--- config.mk ---
export PLATFORM = sky130hd
export DESIGN_NAME = video_frame_pacing_queue
export DESIGN_NICKNAME = d
export VERILOG_FILES = /design/src/hw/rtl/vfpq_pkg.sv /design/src/hw/rtl/vfpq_cfg.sv /design/src/hw/rtl/vfpq_store.sv /design/src/hw/rtl/video_frame_pacing_queue.sv
export SDC_FILE = /design/constraint.sdc
export NUM_CORES = 2
export LEC_CHECK = 0
export ABC_CLOCK_PERIOD_IN_PS = 8900
export BUFFER_PORTS_ARGS = -buffer_cell sky130_fd_sc_hd__buf_2
export CORE_MARGIN = 3
export CORE_UTILIZATION = 40
export CTS_BUF_LIST = sky130_fd_sc_hd__clkbuf_2 sky130_fd_sc_hd__clkbuf_4 sky130_fd_sc_hd__clkbuf_8
export CTS_CLUSTER_SIZE = 16
export DETAILED_ROUTE_END_ITERATION = 8
export GPL_TIMING_DRIVEN = 0
export PLACE_DENSITY = 0.67
export SETUP_SLACK_MARGIN = 0.2
export SYNTH_ARGS = -nofsm -noshare
export SYNTH_HDL_FRONTEND = slang
export SYNTH_SLANG_ARGS = --single-unit
--- constraint.sdc ---
create_clock -name clk -period 8.9 [get_ports clk]
set_clock_uncertainty 0.2 [all_clocks]
set_input_delay 0.445 -clock clk [delete_from_list [all_inputs] [get_ports clk]]
set_output_delay 0.445 -clock clk [all_outputs]
set_load 0.05 [all_outputs]
--- src/hw/rtl/vfpq_pkg.sv ---
// ----------------------------------------------------------------------------
// vfpq_pkg
// Shared constants, command codes and configuration types for the video
// frame pacing queue.
// ----------------------------------------------------------------------------
package vfpq_pkg;

  // Default sizing of the queue and its fields
  localparam int QUEUE_DEPTH_DEF = 16;
  localparam int TIME_BITS_DEF   = 48;
  localparam int HANDLE_BITS_DEF = 16;

  // Command codes carried by an input item
  localparam logic [2:0] CMD_DEC_UPDATE = 3'd0;
  localparam logic [2:0] CMD_DISP_TICK  = 3'd1;
  localparam logic [2:0] CMD_SEEK       = 3'd2;
  localparam logic [2:0] CMD_SAMPLE_WR  = 3'd3;
  localparam logic [2:0] CMD_EOS_WR     = 3'd4;

  // Register widths
  localparam int FRAMES_W = 5;
  localparam int THRESH_W = 17;

  // Register file
  localparam int APB_ADDR_W = 4;
  localparam int APB_DATA_W = 32;
  localparam int REG_IDX_W  = 2;
  localparam logic [REG_IDX_W-1:0] REG_PREROLL   = 2'd0;
  localparam logic [REG_IDX_W-1:0] REG_MAX_CACHE = 2'd1;
  localparam logic [REG_IDX_W-1:0] REG_THRESHOLD = 2'd2;

  // 90 kHz media clock; default slack is 1/250 s
  localparam int MEDIA_TICKS_PER_SEC = 90000;
  localparam logic [FRAMES_W-1:0] PREROLL_RST   = 5'd1;
  localparam logic [FRAMES_W-1:0] MAX_CACHE_RST = 5'd12;
  localparam logic [THRESH_W-1:0] THRESHOLD_RST = THRESH_W'(MEDIA_TICKS_PER_SEC / 250);

  typedef struct packed {
    logic [FRAMES_W-1:0] preroll_frames;
    logic [FRAMES_W-1:0] max_cached_frames;
    logic [THRESH_W-1:0] time_threshold;
  } cfg_t;

endpackage

--- src/hw/rtl/vfpq_cfg.sv ---
// ----------------------------------------------------------------------------
// vfpq_cfg
// APB register file holding preroll, cache limit and timestamp slack.
// ----------------------------------------------------------------------------
module vfpq_cfg (
  input  logic                            clk,
  input  logic                            rst_n,
  input  logic                            psel,
  input  logic                            penable,
  input  logic                            pwrite,
  input  logic [vfpq_pkg::APB_ADDR_W-1:0] paddr,
  input  logic [vfpq_pkg::APB_DATA_W-1:0] pwdata,
  output logic [vfpq_pkg::APB_DATA_W-1:0] prdata,
  output logic                            pready,
  output vfpq_pkg::cfg_t                  cfg
);
  import vfpq_pkg::*;

  cfg_t                 cfg_r;
  logic [REG_IDX_W-1:0] reg_idx;
  logic                 wr_en;

  assign pready  = 1'b1;
  assign reg_idx = paddr[APB_ADDR_W-1:2];
  assign wr_en   = psel && penable && pwrite && pready;
  assign cfg     = cfg_r;

  always_ff @(posedge clk) begin
    if (!rst_n) begin
      cfg_r.preroll_frames    <= PREROLL_RST;
      cfg_r.max_cached_frames <= MAX_CACHE_RST;
      cfg_r.time_threshold    <= THRESHOLD_RST;
    end else if (wr_en) begin
      case (reg_idx)
        REG_PREROLL:   cfg_r.preroll_frames    <= pwdata[FRAMES_W-1:0];
        REG_MAX_CACHE: cfg_r.max_cached_frames <= pwdata[FRAMES_W-1:0];
        REG_THRESHOLD: cfg_r.time_threshold    <= pwdata[THRESH_W-1:0];
        default: ;
      endcase
    end
  end

  always_comb begin
    case (reg_idx)
      REG_PREROLL:   prdata = APB_DATA_W'(cfg_r.preroll_frames);
      REG_MAX_CACHE: prdata = APB_DATA_W'(cfg_r.max_cached_frames);
      REG_THRESHOLD: prdata = APB_DATA_W'(cfg_r.time_threshold);
      default:       prdata = '0;
    endcase
  end

endmodule

--- src/hw/rtl/vfpq_store.sv ---
// ----------------------------------------------------------------------------
// vfpq_store
// Frame entry memory: one write port, one read port, registered read data.
// ----------------------------------------------------------------------------
module vfpq_store #(
  parameter int DEPTH = 16,
  parameter int WIDTH = 64
) (
  input  logic                     clk,
  input  logic                     we,
  input  logic [$clog2(DEPTH)-1:0] waddr,
  input  logic [WIDTH-1:0]         wdata,
  input  logic [$clog2(DEPTH)-1:0] raddr,
  output logic [WIDTH-1:0]         rdata
);

  logic [WIDTH-1:0] mem [DEPTH];
  logic [WIDTH-1:0] rdata_r;

  assign rdata = rdata_r;

  always_ff @(posedge clk) begin
    if (we) begin
      mem[waddr] <= wdata;
    end
  end

  always_ff @(posedge clk) begin
    rdata_r <= mem[raddr];
  end

endmodule

--- src/hw/rtl/video_frame_pacing_queue.sv ---
// ----------------------------------------------------------------------------
// video_frame_pacing_queue
// Queue of decoded video frames paced against the audio clock.
// ----------------------------------------------------------------------------
// The block keeps up to QUEUE_DEPTH decoded frames (handle and timestamp) in a
// single-port-read frame memory and answers every input item with exactly one
// status item: the chosen frame, the drop count, seek state, input
// flow control, end-of-stream state, queue fill and an overflow flag. Every
// command except a display tick on a non-empty queue completes in the cycle
// it is accepted, and its status item is registered on the accepting edge.
// A display tick on a non-empty queue walks the queue head: from the cycle
// after acceptance it examines one head entry per cycle, read from the frame
// memory, and either pops it or settles on it; settling waits until the
// output register is free. A tick pops at most QUEUE_DEPTH - 1 frames. One
// item is in work at a time, and a new item is taken once the previous
// status item has left or is leaving the output register. Registers sit on
// an APB-style port: preroll_frames at 0x0, max_cached_frames at 0x4,
// time_threshold at 0x8; write them only while the block is idle. After reset
// the frame memory holds nothing meaningful, but only entries inside the
// current fill are ever read.
// ----------------------------------------------------------------------------
module video_frame_pacing_queue #(
  parameter int QUEUE_DEPTH = vfpq_pkg::QUEUE_DEPTH_DEF,
  parameter int TIME_BITS   = vfpq_pkg::TIME_BITS_DEF,
  parameter int HANDLE_BITS = vfpq_pkg::HANDLE_BITS_DEF
) (
  input  logic                                clk,
  input  logic                                rst_n,
  // input item channel
  input  logic                                in_valid,
  output logic                                in_ready,
  input  logic [2:0]                          in_command,
  input  logic                                in_frame_present,
  input  logic [HANDLE_BITS-1:0]              in_frame_handle,
  input  logic                                in_frame_is_eos,
  input  logic signed [TIME_BITS-1:0]         in_frame_pts,
  input  logic                                in_decoder_needs_input,
  input  logic signed [TIME_BITS-1:0]         in_audio_time,
  input  logic                                in_audio_eos,
  input  logic signed [TIME_BITS-1:0]         in_seek_pts,
  // status item channel
  output logic                                out_valid,
  input  logic                                out_ready,
  output logic                                out_current_valid,
  output logic [HANDLE_BITS-1:0]              out_current_handle,
  output logic [31:0]                         out_dropped_count,
  output logic                                out_seeking,
  output logic                                out_can_accept,
  output logic                                out_eos_played,
  output logic [$clog2(QUEUE_DEPTH+1)-1:0]    out_queue_count,
  output logic                                out_overflow,
  // register port
  input  logic                                psel,
  input  logic                                penable,
  input  logic                                pwrite,
  input  logic [vfpq_pkg::APB_ADDR_W-1:0]     paddr,
  input  logic [vfpq_pkg::APB_DATA_W-1:0]     pwdata,
  output logic [vfpq_pkg::APB_DATA_W-1:0]     prdata,
  output logic                                pready
);
  import vfpq_pkg::*;

  localparam int PTR_W = $clog2(QUEUE_DEPTH);
  localparam int CNT_W = $clog2(QUEUE_DEPTH + 1);
  localparam int CMP_W = (CNT_W > FRAMES_W) ? CNT_W : FRAMES_W;
  localparam int ENT_W = TIME_BITS + HANDLE_BITS;
  // Two guard bits keep pts +/- threshold exact
  localparam int EXT_W = TIME_BITS + 2;

  typedef enum logic [1:0] {
    ST_IDLE = 2'b01,
    ST_WALK = 2'b10
  } state_t;

  cfg_t cfg;

  // Control state
  state_t                       state_r, state_nxt;
  logic [PTR_W-1:0]             head_r, head_nxt;
  logic [CNT_W-1:0]             fill_r, fill_nxt;
  logic                         fic_r, fic_nxt;
  logic [HANDLE_BITS-1:0]       cur_id_r, cur_id_nxt;
  logic                         cur_known_r, cur_known_nxt;
  logic                         seek_r, seek_nxt;
  logic signed [TIME_BITS-1:0]  seek_tgt_r, seek_tgt_nxt;
  logic                         eos_wr_r, eos_wr_nxt;
  logic                         need_in_r, need_in_nxt;
  logic [31:0]                  drop_r, drop_nxt;
  logic                         first_r, first_nxt;
  // Tick operands held for the walk
  logic signed [TIME_BITS-1:0]  mt_r, mt_nxt;
  logic                         aeos_r, aeos_nxt;

  // Status item register
  logic                         out_valid_r;
  logic                         o_cur_valid_r;
  logic [HANDLE_BITS-1:0]       o_cur_handle_r;
  logic [31:0]                  o_dropped_r;
  logic                         o_seeking_r;
  logic                         o_can_accept_r;
  logic                         o_eos_played_r;
  logic [CNT_W-1:0]             o_count_r;
  logic                         o_overflow_r;

  // Per-cycle control
  logic                         fire;
  logic                         out_free;
  logic                         load_out;
  logic                         ovf;
  logic                         too_early;
  logic                         multi;
  logic                         do_pop;
  logic                         adv_ok;
  logic                         stale;
  logic [PTR_W-1:0]             head_inc;
  logic [PTR_W:0]               wr_sum;

  // Frame memory ports
  logic                         mem_we;
  logic [PTR_W-1:0]             mem_waddr;
  logic [ENT_W-1:0]             mem_wdata;
  logic [ENT_W-1:0]             mem_rdata;
  logic [HANDLE_BITS-1:0]       rd_handle;
  logic signed [TIME_BITS-1:0]  rd_pts;

  // Timestamp compare
  logic signed [EXT_W-1:0]      pts_e;
  logic signed [EXT_W-1:0]      mt_e;
  logic signed [EXT_W-1:0]      thr_e;
  logic signed [EXT_W-1:0]      pts_lo;
  logic signed [EXT_W-1:0]      pts_hi;

  vfpq_cfg u_cfg (
    .clk     (clk),
    .rst_n   (rst_n),
    .psel    (psel),
    .penable (penable),
    .pwrite  (pwrite),
    .paddr   (paddr),
    .pwdata  (pwdata),
    .prdata  (prdata),
    .pready  (pready),
    .cfg     (cfg)
  );

  // The read address follows the next head, so the entry at the head is
  // always waiting in the read register. Writes only come with a decoder
  // update, never on the edge that starts or continues a walk, so the
  // read and a write to the same entry never meet.
  vfpq_store #(
    .DEPTH (QUEUE_DEPTH),
    .WIDTH (ENT_W)
  ) u_store (
    .clk   (clk),
    .we    (mem_we),
    .waddr (mem_waddr),
    .wdata (mem_wdata),
    .raddr (head_nxt),
    .rdata (mem_rdata)
  );

  assign rd_handle = mem_rdata[HANDLE_BITS-1:0];
  assign rd_pts    = mem_rdata[ENT_W-1:HANDLE_BITS];
  assign mem_wdata = {in_frame_pts, in_frame_handle};

  // Tail slot: head + fill, wrapped once
  assign wr_sum    = {1'b0, head_r} + {1'b0, fill_r[PTR_W-1:0]};
  assign mem_waddr = (wr_sum >= (PTR_W+1)'(QUEUE_DEPTH)) ?
                     PTR_W'(wr_sum - (PTR_W+1)'(QUEUE_DEPTH)) : wr_sum[PTR_W-1:0];

  assign head_inc = (head_r == PTR_W'(QUEUE_DEPTH - 1)) ? '0 : head_r + PTR_W'(1);

  // Advance when pts - thr < media time; drop when pts + thr < media time
  assign pts_e  = {{2{rd_pts[TIME_BITS-1]}}, rd_pts};
  assign mt_e   = {{2{mt_r[TIME_BITS-1]}}, mt_r};
  assign thr_e  = {{(EXT_W-THRESH_W){1'b0}}, cfg.time_threshold};
  assign pts_lo = pts_e - thr_e;
  assign pts_hi = pts_e + thr_e;
  assign adv_ok = pts_lo < mt_e;
  assign stale  = pts_hi < mt_e;
  assign multi  = fill_r > CNT_W'(1);

  assign out_free = !out_valid_r || out_ready;
  assign in_ready = (state_r == ST_IDLE) && out_free;
  assign fire     = in_valid && in_ready;

  always_comb begin
    state_nxt     = state_r;
    head_nxt      = head_r;
    fill_nxt      = fill_r;
    fic_nxt       = fic_r;
    cur_id_nxt    = cur_id_r;
    cur_known_nxt = cur_known_r;
    seek_nxt      = seek_r;
    seek_tgt_nxt  = seek_tgt_r;
    eos_wr_nxt    = eos_wr_r;
    need_in_nxt   = need_in_r;
    drop_nxt      = drop_r;
    first_nxt     = first_r;
    mt_nxt        = mt_r;
    aeos_nxt      = aeos_r;
    load_out      = 1'b0;
    ovf           = 1'b0;
    mem_we        = 1'b0;
    too_early     = 1'b0;
    do_pop        = 1'b0;

    case (state_r)
      ST_IDLE: begin
        if (fire) begin
          load_out = 1'b1;
          case (in_command)
            CMD_DEC_UPDATE: begin
              if (in_frame_present) begin
                // Discard frames earlier than the seek target; an end frame ends seeking
                if (seek_r) begin
                  if (in_frame_is_eos) begin
                    seek_nxt = 1'b0;
                  end else if (in_frame_pts < seek_tgt_r) begin
                    too_early = 1'b1;
                  end
                end
                if (!too_early) begin
                  if (fill_r == CNT_W'(QUEUE_DEPTH)) begin
                    ovf = 1'b1;
                  end else begin
                    mem_we   = 1'b1;
                    fill_nxt = fill_r + CNT_W'(1);
                  end
                end
                if (seek_nxt && (CMP_W'(fill_nxt) >= CMP_W'(cfg.preroll_frames))) begin
                  seek_nxt = 1'b0;
                end
              end
              need_in_nxt = in_decoder_needs_input;
            end
            CMD_DISP_TICK: begin
              mt_nxt   = in_audio_time;
              aeos_nxt = in_audio_eos;
              // Empty queue: report status and leave everything alone
              if (fill_r != '0) begin
                load_out  = 1'b0;
                first_nxt = 1'b1;
                state_nxt = ST_WALK;
              end
            end
            CMD_SEEK: begin
              seek_tgt_nxt = in_seek_pts[TIME_BITS-1] ? '0 : in_seek_pts;
              seek_nxt     = 1'b1;
              eos_wr_nxt   = 1'b0;
              need_in_nxt  = 1'b1;
              fill_nxt     = '0;
              head_nxt     = '0;
              fic_nxt      = 1'b0;
            end
            CMD_SAMPLE_WR: begin
              if (!eos_wr_r) begin
                need_in_nxt = 1'b0;
              end
            end
            CMD_EOS_WR: begin
              eos_wr_nxt = 1'b1;
            end
            default: ;
          endcase
        end
      end
      ST_WALK: begin
        if (multi && first_r && fic_r && adv_ok) begin
          // Step past the frame already on screen
          do_pop = 1'b1;
        end else if (multi && stale) begin
          // Drop a late frame; count it only if it was never shown
          do_pop = 1'b1;
          if (!fic_r) begin
            drop_nxt = drop_r + 32'd1;
          end
        end else if (out_free) begin
          if (aeos_r) begin
            fill_nxt = CNT_W'(1);
          end
          cur_id_nxt    = rd_handle;
          cur_known_nxt = 1'b1;
          fic_nxt       = 1'b1;
          load_out      = 1'b1;
          state_nxt     = ST_IDLE;
        end
        if (do_pop) begin
          head_nxt  = head_inc;
          fill_nxt  = fill_r - CNT_W'(1);
          fic_nxt   = 1'b0;
          first_nxt = 1'b0;
        end
      end
      default: begin
        state_nxt = ST_IDLE;
      end
    endcase
  end

  always_ff @(posedge clk) begin
    if (!rst_n) begin
      state_r     <= ST_IDLE;
      head_r      <= '0;
      fill_r      <= '0;
      fic_r       <= 1'b0;
      cur_id_r    <= '0;
      cur_known_r <= 1'b0;
      seek_r      <= 1'b0;
      seek_tgt_r  <= '0;
      eos_wr_r    <= 1'b0;
      need_in_r   <= 1'b1;
      drop_r      <= '0;
      first_r     <= 1'b0;
      out_valid_r <= 1'b0;
    end else begin
      state_r     <= state_nxt;
      head_r      <= head_nxt;
      fill_r      <= fill_nxt;
      fic_r       <= fic_nxt;
      cur_id_r    <= cur_id_nxt;
      cur_known_r <= cur_known_nxt;
      seek_r      <= seek_nxt;
      seek_tgt_r  <= seek_tgt_nxt;
      eos_wr_r    <= eos_wr_nxt;
      need_in_r   <= need_in_nxt;
      drop_r      <= drop_nxt;
      first_r     <= first_nxt;
      if (load_out) begin
        out_valid_r <= 1'b1;
      end else if (out_ready) begin
        out_valid_r <= 1'b0;
      end
    end
  end

  // Tick operands and status item payload
  always_ff @(posedge clk) begin
    mt_r   <= mt_nxt;
    aeos_r <= aeos_nxt;
    if (load_out) begin
      o_cur_valid_r  <= cur_known_nxt;
      o_cur_handle_r <= cur_id_nxt;
      o_dropped_r    <= drop_nxt;
      o_seeking_r    <= seek_nxt;
      o_can_accept_r <= (CMP_W'(fill_nxt) < CMP_W'(cfg.max_cached_frames)) &&
                        !eos_wr_nxt && need_in_nxt;
      o_eos_played_r <= eos_wr_nxt && (fill_nxt <= CNT_W'(1));
      o_count_r      <= fill_nxt;
      o_overflow_r   <= ovf;
    end
  end

  assign out_valid          = out_valid_r;
  assign out_current_valid  = o_cur_valid_r;
  assign out_current_handle = o_cur_handle_r;
  assign out_dropped_count  = o_dropped_r;
  assign out_seeking        = o_seeking_r;
  assign out_can_accept     = o_can_accept_r;
  assign out_eos_played     = o_eos_played_r;
  assign out_queue_count    = o_count_r;
  assign out_overflow       = o_overflow_r;

  // Fill never passes the queue depth
  a_fill_bound: assert property (@(posedge clk) disable iff (!rst_n)
    fill_r <= CNT_W'(QUEUE_DEPTH))
    else $error("queue fill beyond depth");

  // A head walk only runs on a non-empty queue
  a_walk_nonempty: assert property (@(posedge clk) disable iff (!rst_n)
    state_r == ST_WALK |-> fill_r != '0)
    else $error("head walk on empty queue");

  // Every command other than a tick reports on the next edge
  a_single_cycle: assert property (@(posedge clk) disable iff (!rst_n)
    fire && in_command != CMD_DISP_TICK |=> out_valid_r)
    else $error("status item missing after single-cycle command");

  // The drop counter moves only while walking the head
  a_drop_in_walk: assert property (@(posedge clk) disable iff (!rst_n)
    drop_r != $past(drop_r) |-> $past(state_r) == ST_WALK)
    else $error("drop count changed outside a tick");

  // The walk never ends without a frame chosen
  a_tick_chooses: assert property (@(posedge clk) disable iff (!rst_n)
    state_r == ST_WALK && state_nxt == ST_IDLE |=> cur_known_r && fic_r)
    else $error("tick finished without a current frame");

endmodule

==> metrics <==
CTS tree yes; Max VDD drop about 0.14 mV; status completed; top_reg_cell synth edfxtp_1; Tcrit/Tclk final 0.955; pwr dens between 150 and 200 mW/mm²; most used cell, CP o21bai_1; Peak Freq 118 MHz; fraction of layout cells with a size suffix above 1 0.171; initial antenna violation count 18; Required @ worst endpoint around 9500 ps; wirelength, routed 167,000 µm; vias in the first global route ~38k; post-DP HPWL ~120,000 µm; WL/cell around 23 µm; Fin Hold WS between 70 and 80 ps; Final #Nets around 5.4k; max_slew headroom 0.0483; met3 routed wirelength roughly 17,000 µm; Worst Hold Launch in_audio_time[33]; WL met1 just under 70,000 µm; Cells after Synth 4,237; post-layout minimum cycle time roughly 8500 ps; Port Buffer Count 264; DR pass1 iterations 6; CTS buffer count 208; number of DRC markers in iteration 0 between 3k and 4k; Synth Area per Inst between 10 and 15 µm²; H-tree level count 4; final hold violations 0; CTS root buf clkbuf_8; Max Used Layer met5; Setup CP Type flop to flop; Total Routing Usage GR 0.222; grt total ovfl 0; Post-synth EDFFs between 1k and 1.5k; WL met2 76,400 µm; Startpoint Class flop; die area ~0.15 mm²; Lkg Pwr approximately 24 nW; vias 39.0k; crit path from u_cfg.cfg[0]; global-route wire length before repair approximately 240,000 µm; number of remaining DRC errors 0; # rows 138; fraction of registers with async set/reset 0; worst-case clock buffer depth 3; CTS Sinks around 1.3k; fin area around 0.07 mm²; RSZ-0062 raised after global routing true; Setup violations, final 0; vias per cell around 5.5; synth warn 0; Reg-to-Reg Start u_cfg.cfg[0]; Ports approximately 300; area growth from synthesis to layout 20.9%; Starting Density 0.403; post-synthesis sequential area ratio 0.666; die height roughly 380 µm; CORE AREA 0.142 mm²; flops & latches, synth approximately 1.3k; Worst EP arrival 9090 ps; pins over their slew limit 0; actual slew at the worst max-slew pin about 1400 ps; clock-pin slew on the worst setup and hold paths about 70 ps; CP delay by family, top compound AO/OA/AOI/OAI gates; Cell Area, Synth approximately 0.057 mm²; Slowest-stage cell, CP a221oi_1; clock latency on the worst-skew pair between 900 and 1000 ps; final core utilization 0.487; antenna viol nets, final 0; maximum fanout along the worst path 10; Die Width around 380 µm; Synth cell types 81; Hold Crit Class primary input to flop; max-cap viol count 0; pin count of the biggest net entering global routing 34; WP buf/inv 5; cell area after placement approximately 0.062 mm²; Final GP Congestion 0.896; slowest stage delay, CP roughly 550 ps; CP Capture Type flop
==> power breakdown <==
| part | total [mW] | switching, mW | internal (mW) |
|---|---|---|---|
| clock | 5.33 | 2.48 | 2.85 |
| combinational | 0.514 | 0.324 | 0.190 |
| sequential | 6.82 | 0.0151 | 6.81 |
==> logic make-up (layout without fill, tap and decap cells) <==
kind of cell / Yosys count / after routing / share of synthesized area
DFF: 1335 / 1335 / 0.666
and+or+nand+nor: 1094 / 1094 / 0.0984
AOI/OAI and AO/OA: 832 / 832 / 0.0998
buffers and inverters: 419 / 1383 / 0.0313
muxes: 232 / 232 / 0.0411
adders and majority gates: 198 / 198 / 0.0438
xor gates and xnor gates: 125 / 125 / 0.0194
other: 2 / 24 / 0.000131
==> flip-flops by register name, summed over array words and instances, names as in the netlist, 2 cells and up <==
signal              flops
cur_id_r               16
drop_r                 32
fill_r                  5
head_r                  4
mt_r                   48
out_current_handle     16
out_dropped_count      32
out_queue_count         5
seek_tgt_r             47
state_r                 2
u_cfg.cfg              27
u_store.mem          1024
u_store.rdata          64
==> through the flow <==
| stage | worst slack, ps | TNS [ps] | power (mW) | cells |
|---|---|---|---|---|
| 6_report | 405 | 0 | 12.7 | 7113 |
| 3_5_place_dp | -1630 | -83340 | 7.38 | 6463 |
| 5_1_grt | 41.5 | 0 | 13.0 | 7107 |
| 4_1_cts | 209 | 0 | 12.7 | 7104 |
| 2_1_floorplan | 794 | 0 | 7.17 | 4251 |
| 3_3_place_gp | -6320 | -3212180 | 7.36 | 6405 |
==> cell usage after synthesis (20+ instances only) <==
| cell | instances | area share |
|---|---|---|
| nor3b_1 | 49 | 0.0064 |
| clkbuf_1 | 153 | 0.010 |
| a311oi_1 | 64 | 0.0098 |
| or4_1 | 72 | 0.0095 |
| nor2b_1 | 71 | 0.0078 |
| nand2_1 | 448 | 0.029 |
| a21oi_1 | 315 | 0.028 |
| and2_1 | 142 | 0.016 |
| inv_1 | 157 | 0.010 |
| a211oi_1 | 71 | 0.0093 |
| buf_4 | 25 | 0.0033 |
| nor2_1 | 94 | 0.0062 |
| nand3_1 | 52 | 0.0046 |
| a21o_1 | 30 | 0.0039 |
| o21ai_0 | 57 | 0.0050 |
| buf_2 | 69 | 0.0060 |
| a221oi_1 | 195 | 0.030 |
| nand4_1 | 37 | 0.0041 |
| nand2b_1 | 22 | 0.0024 |
| edfxtp_1 | 1131 | 0.59 |
| mux2i_1 | 211 | 0.037 |
| and3_1 | 20 | 0.0022 |
| nor3_1 | 38 | 0.0033 |
| mux2_2 | 21 | 0.0041 |
| dfxtp_1 | 204 | 0.071 |
| xnor2_1 | 75 | 0.011 |
| xor2_1 | 48 | 0.0074 |
| ha_1 | 195 | 0.043 |
==> layer usage <==
layer	track usage	vias to the layer above
li1	-	17600
met1	0.294	19100
met2	0.352	1935
met3	0.0556	337
met4	0.0849	8
met5	0	-
==> timing repair <==
action / CTS / global route
hold endpoints to repair: 1175 / 0
resized for setup: 34 / 76
setup buffers: 2 / 1
hold buffers: 248 / 0
pin swaps: 4 / 3
setup endpoints to repair: 149 / 65
==> area by class of cell <==
cell class	count	area, µm²
Antenna cell	8	20.0
Buffer	262	1290
Clock buffer	298	3660
Clock inverter	93	708
Fill cell	12100	72700
Inverter	157	589
Multi-Input combinational cell	2497	17600
Sequential cell	1335	38000
Tap cell	1890	2360
Timing Repair Buffer	573	4770
==> path summary, 6_finish.rpt <==
kind / end / slack [ps] / cells past startpoint
max: u_store.rdata[24] / 400 / 31
min: mt_r[33] / 70 / 2
min reg2reg: seek_tgt_r[21] / 310 / 2
max reg2reg: u_store.rdata[24] / 400 / 31
==> placed cells by master (no fill, tap or decap), types with 27 or more instances in the layout <==
master,instances
nor2_1,81
inv_1,157
clkbuf_4,78
xor2_1,48
clkinv_1,44
a311oi_1,64
nand4_1,37
mux2i_1,211
nand3_1,52
ha_1,195
buf_6,30
xnor2_1,75
clkbuf_1,121
buf_12,27
or4_1,70
dlygate4sd3_1,248
buf_2,324
dfxtp_1,204
nor2b_1,71
clkbuf_2,30
and2_1,142
o21ai_0,53
a21oi_1,312
nand2_1,448
a21o_1,29
nor3b_1,49
a211oi_1,71
a221oi_1,189
buf_4,32
nor3_1,33
edfxtp_1,1131
clkbuf_8,228
(Power assumes the default switching activity.)
